File: config.mk
export PLATFORM = sky130hd
export DESIGN_NAME = macroblock_raster_address_gen
export DESIGN_NICKNAME = d
export VERILOG_FILES = /design/src/mbr_pkg.sv /design/src/mbr_cursor.sv /design/src/mbr_addr_stage.sv /design/src/macroblock_raster_address_gen.sv
export SDC_FILE = /design/constraint.sdc
export NUM_CORES = 1
export LEC_CHECK = 0
export BUFFER_PORTS_ARGS = -buffer_cell sky130_fd_sc_hd__buf_4
export CORE_ASPECT_RATIO = 1.2
export CORE_MARGIN = 3
export CORE_UTILIZATION = 40
export CTS_CLUSTER_SIZE = 24
export DETAILED_ROUTE_END_ITERATION = 8
export SLEW_MARGIN = 0
export SYNTH_ARGS = -nofsm -noshare
export SYNTH_HDL_FRONTEND = slang
export SYNTH_SLANG_ARGS = --single-unit
export TNS_END_PERCENT = 30
File: constraint.sdc
create_clock -name clock -period 10.3 [get_ports clock]
set_clock_uncertainty 0.05 [all_clocks]
set_input_delay 2.06 -clock clock [delete_from_list [all_inputs] [get_ports clock]]
set_output_delay 2.06 -clock clock [all_outputs]
set_load 0.1 [all_outputs]
File: src/mbr_pkg.sv
package mbr_pkg;

   // Macroblock layout in bytes
   localparam int MB_BYTES   = 384;
   localparam int LUMA_BYTES = 256;

   // Field widths
   localparam int MB_DIM_W    = 6;   // macroblock column / row / size
   localparam int BYTE_IDX_W  = 9;
   localparam int PIX_W       = 10;  // line, pitch and offset in samples
   localparam int ADDR_W      = 19;
   localparam int SAMPLE_W    = 8;
   localparam int CSR_INDEX_W = 4;

   // Register indexes
   localparam logic [CSR_INDEX_W-1:0] CSR_WIDTH_MBS  = 4'd0;
   localparam logic [CSR_INDEX_W-1:0] CSR_HEIGHT_MBS = 4'd1;

   // Register reset values
   localparam logic [MB_DIM_W-1:0] WIDTH_MBS_RESET  = 6'd45;
   localparam logic [MB_DIM_W-1:0] HEIGHT_MBS_RESET = 6'd36;

   typedef enum logic [1:0] {
      PLANE_Y = 2'd0,
      PLANE_U = 2'd1,
      PLANE_V = 2'd2
   } plane_type;

   // Current sample position, split for the address multiply
   typedef struct packed {
      plane_type         plane;
      logic [PIX_W-1:0]  line;       // sample row within the plane
      logic [PIX_W-1:0]  pitch;      // samples per row of the plane
      logic [PIX_W-1:0]  offset;     // sample column within the plane
      logic              mb_last;
      logic              frame_last;
   } pos_type;

   typedef struct packed {
      pos_type              pos;
      logic [SAMPLE_W-1:0]  sample;
   } stage_type;

   typedef struct packed {
      plane_type            plane;
      logic [ADDR_W-1:0]    address;
      logic [SAMPLE_W-1:0]  sample;
      logic                 mb_last;
      logic                 frame_last;
   } result_type;

endpackage

File: src/mbr_cursor.sv
module mbr_cursor (
   input  logic                          clock,
   input  logic                          reset,
   input  logic                          step,
   input  logic [mbr_pkg::MB_DIM_W-1:0]  width_eff,
   input  logic [mbr_pkg::MB_DIM_W-1:0]  height_eff,
   output mbr_pkg::pos_type              pos
);
   import mbr_pkg::*;

   localparam logic [BYTE_IDX_W-1:0] LAST_BYTE = BYTE_IDX_W'(MB_BYTES - 1);

   logic [BYTE_IDX_W-1:0] byte_index_ff, byte_index_in;
   logic [MB_DIM_W-1:0]   mb_column_ff, mb_column_in;
   logic [MB_DIM_W-1:0]   mb_row_ff, mb_row_in;
   logic [MB_DIM_W:0]     column_inc, row_inc;
   logic                  mb_end, column_wrap, row_wrap;
   logic [5:0]            chroma_k;

   assign mb_end      = (byte_index_ff == LAST_BYTE);
   assign column_inc  = {1'b0, mb_column_ff} + 1'b1;
   assign row_inc     = {1'b0, mb_row_ff} + 1'b1;
   assign column_wrap = (column_inc >= {1'b0, width_eff});
   assign row_wrap    = (row_inc >= {1'b0, height_eff});

   // Position advance
   always_comb begin
      byte_index_in = byte_index_ff;
      mb_column_in  = mb_column_ff;
      mb_row_in     = mb_row_ff;
      if (step) begin
         if (mb_end) begin
            byte_index_in = '0;
            if (column_wrap) begin
               mb_column_in = '0;
               mb_row_in    = row_wrap ? '0 : row_inc[MB_DIM_W-1:0];
            end else begin
               mb_column_in = column_inc[MB_DIM_W-1:0];
            end
         end else begin
            byte_index_in = byte_index_ff + 1'b1;
         end
      end
   end

   always_ff @(posedge clock) begin
      if (reset) begin
         byte_index_ff <= '0;
         mb_column_ff  <= '0;
         mb_row_ff     <= '0;
      end else begin
         byte_index_ff <= byte_index_in;
         mb_column_ff  <= mb_column_in;
         mb_row_ff     <= mb_row_in;
      end
   end

   // Plane decode: bit 8 marks chroma, bit 6 then picks Cr over Cb
   assign chroma_k = byte_index_ff[5:0];

   always_comb begin
      if (!byte_index_ff[8]) begin
         pos.plane  = PLANE_Y;
         pos.line   = {mb_row_ff, byte_index_ff[7:4]};
         pos.pitch  = {width_eff, 4'b0000};
         pos.offset = {mb_column_ff, byte_index_ff[3:0]};
      end else begin
         pos.plane  = byte_index_ff[6] ? PLANE_V : PLANE_U;
         pos.line   = {1'b0, mb_row_ff, chroma_k[5:3]};
         pos.pitch  = {1'b0, width_eff, 3'b000};
         pos.offset = {1'b0, mb_column_ff, chroma_k[2:0]};
      end
      pos.mb_last    = mb_end;
      pos.frame_last = mb_end && column_wrap && row_wrap;
   end

endmodule

File: src/mbr_addr_stage.sv
module mbr_addr_stage (
   input  logic                  clock,
   input  logic                  reset,
   input  logic                  in_valid,
   output logic                  in_ready,
   input  mbr_pkg::stage_type    in_word,
   output logic                  out_valid,
   input  logic                  out_ready,
   output mbr_pkg::result_type   out_word
);
   import mbr_pkg::*;

   logic                  valid_ff, valid_in;
   result_type            result_ff, result_in;
   logic [2*PIX_W-1:0]    product;
   logic                  load;

   assign in_ready = !valid_ff || out_ready;
   assign load     = in_valid && in_ready;

   // line * pitch + offset, kept modulo the address width
   assign product = in_word.pos.line * in_word.pos.pitch;

   always_comb begin
      result_in.plane      = in_word.pos.plane;
      result_in.address    = product[ADDR_W-1:0] + ADDR_W'(in_word.pos.offset);
      result_in.sample     = in_word.sample;
      result_in.mb_last    = in_word.pos.mb_last;
      result_in.frame_last = in_word.pos.frame_last;
      valid_in             = load || (valid_ff && !out_ready);
   end

   always_ff @(posedge clock) begin
      if (reset) begin
         valid_ff <= 1'b0;
      end else begin
         valid_ff <= valid_in;
      end
   end

   always_ff @(posedge clock) begin
      if (load) begin
         result_ff <= result_in;
      end
   end

   assign out_valid = valid_ff;
   assign out_word  = result_ff;

endmodule

File: src/macroblock_raster_address_gen.sv
// Channel  Ports         Direction  Word contents (low bit first)
// req      req_t*        in         tdata: pixel_value[7:0]
// rsp      rsp_t*        out        tdata: address[18:0], sample[26:19], zero[31:27]
//                                   tuser: plane[1:0], mb_last[2]; tlast: frame_last
// csr      csr_*         in         index: 0 width_mbs, 1 height_mbs; data 6 bits
//
// One word per clock sustained while rsp is ready. The path from req to rsp is a
// cursor/decode stage register, then a 10x10 multiply-add into the result register.
// Each stage has its own valid bit, so req stays ready while one result waits; req
// stalls only when both stages hold words and rsp is not ready.
// Reset clears the cursor, both valid bits and loads the size registers with
// 45 x 36 macroblocks. csr is always ready.
module macroblock_raster_address_gen #(
   parameter int MAX_FRAME_WIDTH  = 720,
   parameter int MAX_FRAME_HEIGHT = 576
) (
   input  logic                             clock,
   input  logic                             reset,
   input  logic                             req_tvalid,
   output logic                             req_tready,
   input  logic [7:0]                       req_tdata,   // pixel_value[7:0]
   output logic                             rsp_tvalid,
   input  logic                             rsp_tready,
   output logic [31:0]                      rsp_tdata,   // address, sample, zero pad
   output logic [2:0]                       rsp_tuser,   // plane[1:0], mb_last
   output logic                             rsp_tlast,   // frame_last
   input  logic                             csr_valid,
   output logic                             csr_ready,
   input  logic [mbr_pkg::CSR_INDEX_W-1:0]  csr_index,
   input  logic [mbr_pkg::MB_DIM_W-1:0]     csr_data
);
   import mbr_pkg::*;

   localparam int MB_DIM_MAX  = (1 << MB_DIM_W) - 1;
   localparam int W_MBS       = MAX_FRAME_WIDTH / 16;
   localparam int H_MBS       = MAX_FRAME_HEIGHT / 16;
   localparam int W_CLAMP     = (W_MBS < 1) ? 1 : ((W_MBS > MB_DIM_MAX) ? MB_DIM_MAX : W_MBS);
   localparam int H_CLAMP     = (H_MBS < 1) ? 1 : ((H_MBS > MB_DIM_MAX) ? MB_DIM_MAX : H_MBS);
   localparam logic [MB_DIM_W-1:0] W_LIMIT = MB_DIM_W'(W_CLAMP);
   localparam logic [MB_DIM_W-1:0] H_LIMIT = MB_DIM_W'(H_CLAMP);

   logic [MB_DIM_W-1:0] width_mbs_ff, width_mbs_in;
   logic [MB_DIM_W-1:0] height_mbs_ff, height_mbs_in;
   logic [MB_DIM_W-1:0] width_eff, height_eff;
   logic                csr_write, req_take;
   logic                s1_valid_ff, s1_valid_in, s1_ready;
   stage_type           s1_ff, s1_in;
   pos_type             cur_pos;
   result_type          rsp_word;

   // Size registers
   assign csr_ready = 1'b1;
   assign csr_write = csr_valid && csr_ready;

   always_comb begin
      width_mbs_in  = width_mbs_ff;
      height_mbs_in = height_mbs_ff;
      if (csr_write) begin
         case (csr_index)
            CSR_WIDTH_MBS:  width_mbs_in  = csr_data;
            CSR_HEIGHT_MBS: height_mbs_in = csr_data;
            default: ;
         endcase
      end
   end

   always_ff @(posedge clock) begin
      if (reset) begin
         width_mbs_ff  <= WIDTH_MBS_RESET;
         height_mbs_ff <= HEIGHT_MBS_RESET;
      end else begin
         width_mbs_ff  <= width_mbs_in;
         height_mbs_ff <= height_mbs_in;
      end
   end

   // Clamp sizes to 1..frame limit
   assign width_eff  = (width_mbs_ff == '0) ? MB_DIM_W'(1) :
                       ((width_mbs_ff > W_LIMIT) ? W_LIMIT : width_mbs_ff);
   assign height_eff = (height_mbs_ff == '0) ? MB_DIM_W'(1) :
                       ((height_mbs_ff > H_LIMIT) ? H_LIMIT : height_mbs_ff);

   // Cursor advances on every accepted word
   assign req_tready = !s1_valid_ff || s1_ready;
   assign req_take   = req_tvalid && req_tready;

   mbr_cursor u_cursor (
      .clock      (clock),
      .reset      (reset),
      .step       (req_take),
      .width_eff  (width_eff),
      .height_eff (height_eff),
      .pos        (cur_pos)
   );

   // Decode stage register
   always_comb begin
      s1_in.pos    = cur_pos;
      s1_in.sample = req_tdata;
      s1_valid_in  = req_take || (s1_valid_ff && !s1_ready);
   end

   always_ff @(posedge clock) begin
      if (reset) begin
         s1_valid_ff <= 1'b0;
      end else begin
         s1_valid_ff <= s1_valid_in;
      end
   end

   always_ff @(posedge clock) begin
      if (req_take) begin
         s1_ff <= s1_in;
      end
   end

   mbr_addr_stage u_addr (
      .clock     (clock),
      .reset     (reset),
      .in_valid  (s1_valid_ff),
      .in_ready  (s1_ready),
      .in_word   (s1_ff),
      .out_valid (rsp_tvalid),
      .out_ready (rsp_tready),
      .out_word  (rsp_word)
   );

   assign rsp_tdata = {5'b00000, rsp_word.sample, rsp_word.address};
   assign rsp_tuser = {rsp_word.mb_last, rsp_word.plane};
   assign rsp_tlast = rsp_word.frame_last;

   // Frame end only lands on a macroblock end
   a_frame_on_mb: assert property (@(posedge clock) disable iff (reset)
      rsp_tvalid && rsp_tlast |-> rsp_tuser[2])
      else $error("frame_last without mb_last");

   // Macroblock end is always a Cr sample
   a_mb_end_cr: assert property (@(posedge clock) disable iff (reset)
      rsp_tvalid && rsp_tuser[2] |-> rsp_tuser[1:0] == PLANE_V)
      else $error("mb_last on a non-Cr sample");

   // An accepted word always lands in the decode stage
   a_take_fills: assert property (@(posedge clock) disable iff (reset)
      req_take |=> s1_valid_ff)
      else $error("accepted word lost");

   // A blocked decode stage keeps its word
   a_s1_hold: assert property (@(posedge clock) disable iff (reset)
      s1_valid_ff && !s1_ready |=> s1_valid_ff && $stable(s1_ff))
      else $error("decode stage changed while stalled");

endmodule
==> flow_summary.toml <==
[yosys]
ys_ff_latch = 105
synthCells = 623
yosys_warnings = 0
ys_types = 49
synth_top_area_share = 0.3009
yosys-top-cells-count = "edfxtp_1 (70), ha_1 (69), and2_1 (62), inv_1 (52), fa_1 (44)"
synthMostInstantiatedCell = "edfxtp_1"
synth_top_area_cell = "edfxtp_1"
yosysSeqAreaShare = 0.4012
synth.area.top_cells = "edfxtp_1 (30%), fa_1 (13%), ha_1 (12%)"
synth_edf_count = 70
postSynthAreaPerCell_um2 = 11.21
ys_async_sr_fraction = 0
netlist_area_mm2 = 0.006985
synth_ff_type = "edfxtp_1"

[power]
power_density_mw_per_mm2 = 158.2
p_leak_nw = 3.473
vdd_drop_max_mv = 0.07678

[worst_setup_path]
cp.buffers_inverters = 3
r2r_cells = 16
path_depth = 16
r2r-end = "u_addr.out_word[25]"
cpMaxStageDelayCell = "fa_1"
crit_path_cell_trace = "nand2_1, fa_1, fa_1, inv_1, fa_1, fa_1, inv_1, fa_1, inv_1, ha_1, a21o_1, a21oi_1, nand2_1, a211o_1, a21oi_1, xnor2_1"
path_max_fanout = 10
worstPathRequired_ps = 10350
end_kind = "flop"
start_kind = "flop"
r2r_start = "s1_ff[29]"
path_delay_family = "adder cells"
critPathMaxStageDelay_ps = 540
arrival_ps = 5150
cp_common_cell = "fa_1"
regToRegSetupSlack_ps = 5200
criticalPathCategory = "flop to flop"

[detailed_routing]
drc = 0
wl_per_cell_um = 14.24
viasPerCell = 4.939
first_iter_violations = 132
drt-total-wl_um = 12810
ant_nets = 0
dr.pass1.iters = 4
vias = 4445

[worst_hold_path]
min_from = "s1_ff[40]"
hold_path_depth = 0
hp-class = "flop to flop"
hold_path_end = "u_addr.out_word[29]"

[sta]
hold_viol = 0
setup_viol_count_final = 0
worst_pin_slew_ps = 1081
finalCritPeriodShare = 0.4953
fin_crit_ps = 5102
slew_headroom = 0.2783
maxSlewViolCount = 0
fmax_mhz = 196.0
fin_tns_setup_ps = 0
rsz0062_at_grt = "false"

[die]
dieWidth_um = 126.6
start_util = 0.4114
boundaryPins = 62
die-area_mm2 = 0.01909
core-area_mm2 = 0.01698
fp.dieH_um = 150.8
row_count = 52

[place]
gp_congestion = 0.8608
dp_cells = 884
portBuffers = 55
dp_hpwl_um = 10030
post_dp_cell_area_mm2 = 0.007594

[flow_run]
max_cap_violations = 0

[grt]
grt_pass1_vias = 4570
antenna_found_initial = 0
grt_overflow = 0
grt_max_degree = 47
gr-usage-all-layers = 0.1438
grt_pass1_wl_um = 22200

[finish]
drive_gt1_frac = 0.1345
fin_cells = 900
fin_area_mm2 = 0.007866
area_growth_pct = 12.61
antenna_cells = 0
nets = 815

[cts]
htreeDepth = 3
clkTransAtPathRegs_ps = 70
cts_hold_buf = 0
clockRootBuffer = "clkbuf_16"
cts_tree = "yes"
cts_buffers = 9
cts_setup_buffers = 0
cts_max_path_buffers = 2
cts_sinks = 105
insertion_delay_ps = 350
postCtsResizedCells = 0

[status]
outcome = "finished clean"
==> worst register-to-register path, cell delays in order, from the launching register on <==
cell,delay [ps]
edfxtp_1,500
nand2_1,130
fa_1,520
fa_1,540
inv_1,50
fa_1,500
fa_1,540
inv_1,50
fa_1,520
inv_1,40
ha_1,360
a21o_1,220
a21oi_1,170
nand2_1,110
a211o_1,270
a21oi_1,180
xnor2_1,80
==> worst max path at each step <==
stage                     slack, ps                     to       start
after detailed placement       5160    u_addr.out_word[25]   s1_ff[29]
after global placement         5270    u_addr.out_word[25]   s1_ff[29]
after CTS                      5180    u_addr.out_word[25]   s1_ff[29]
after global routing           4760    u_addr.out_word[26]   s1_ff[29]
after floorplan                5010  u_cursor.mb_row_ff[5]  rsp_tready
final                          5200    u_addr.out_word[25]   s1_ff[29]
==> cell families (layout without fill, tap and decap cells) <==
kind of cell	after synthesis	count (layout)	share of synthesized area
AOI/OAI and AO/OA	75	75	0.06735
xor gates and xnor gates	32	32	0.04012
adders and majority gates	113	113	0.2497
buffers and inverters	69	126	0.04388
DFF	105	105	0.4012
muxes	26	26	0.03976
other	2	6	0.001075
and+or+nand+nor	201	201	0.1569
==> where the power goes <==
part / leakage, nW / switching, W / internal [W]
Clock: 0.128 / 0.000153 / 0.000165
Combinational: 2.38 / 0.000286 / 0.000141
Sequential: 0.962 / 0.0000114 / 0.000487
==> layout by cell type (no fill, tap or decap), types with 2 or more instances in the layout <==
master       n
a2111oi_0    3
a211o_1      7
a211oi_1     3
a21o_1       9
a21oi_1     25
a31oi_1      4
and2_1      62
and3_1       6
buf_4       57
clkbuf_16    9
clkinv_1     2
clkinvlp_4   2
conb_1       6
dfxtp_1     35
edfxtp_1    70
fa_1        44
ha_1        69
inv_1       52
mux2_2      14
mux2i_1     12
nand2_1     39
nand2b_1     5
nand3_1     11
nand3b_1     7
nand4_1      4
nor2_1      31
nor2b_1     10
nor3_1      13
nor4_1       2
o21ai_0     18
or4_1        2
xnor2_1     20
xor2_1      12
==> sequential cells by signal, indices dropped and copies added, names as in the netlist <==
| name | count |
|---|---|
| u_addr.out_valid | 1 |
| u_cursor.mb_column_ff | 6 |
| s1_ff | 39 |
| width_mbs_ff | 6 |
| u_cursor.byte_index_ff | 9 |
| u_addr.out_word | 31 |
| u_cursor.mb_row_ff | 6 |
| s1_valid_ff | 1 |
| height_mbs_ff | 6 |
==> layout make-up <==
cell class	count	area, um2
flip-flops and latches	105	2803
inverters	53	198.9
repair buffers	57	427.9
well taps	216	270.3
multi-input cells	453	3894
clock inverters	6	43.79
fillers	1567	9115
clock buffers	10	229.0
==> layer usage <==
metal / up-vias / GRT usage / wire length [um]
li1: 2251 / - / -
met5: - / 0 / 0
met3: 11 / 0.03016 / 383
met4: 0 / 0.03970 / 136
met1: 2119 / 0.1776 / 5649
met2: 64 / 0.2548 / 6643
==> stage by stage <==
step	total power, W	hold slack [ps]	util	worst slack (ps)
4_1_cts	0.001263	368.7	0.4632	5178
3_5_place_dp	0.0009386	355.2	0.4472	5156
5_1_grt	0.001326	379.2	0.4632	4762
3_3_place_gp	0.0009288	350.1	0.4472	5267
2_1_floorplan	0.0008510	350.3	-	5010
6_report	0.001244	364.1	0.4632	5198
Power figures use the tool's default switching activity.
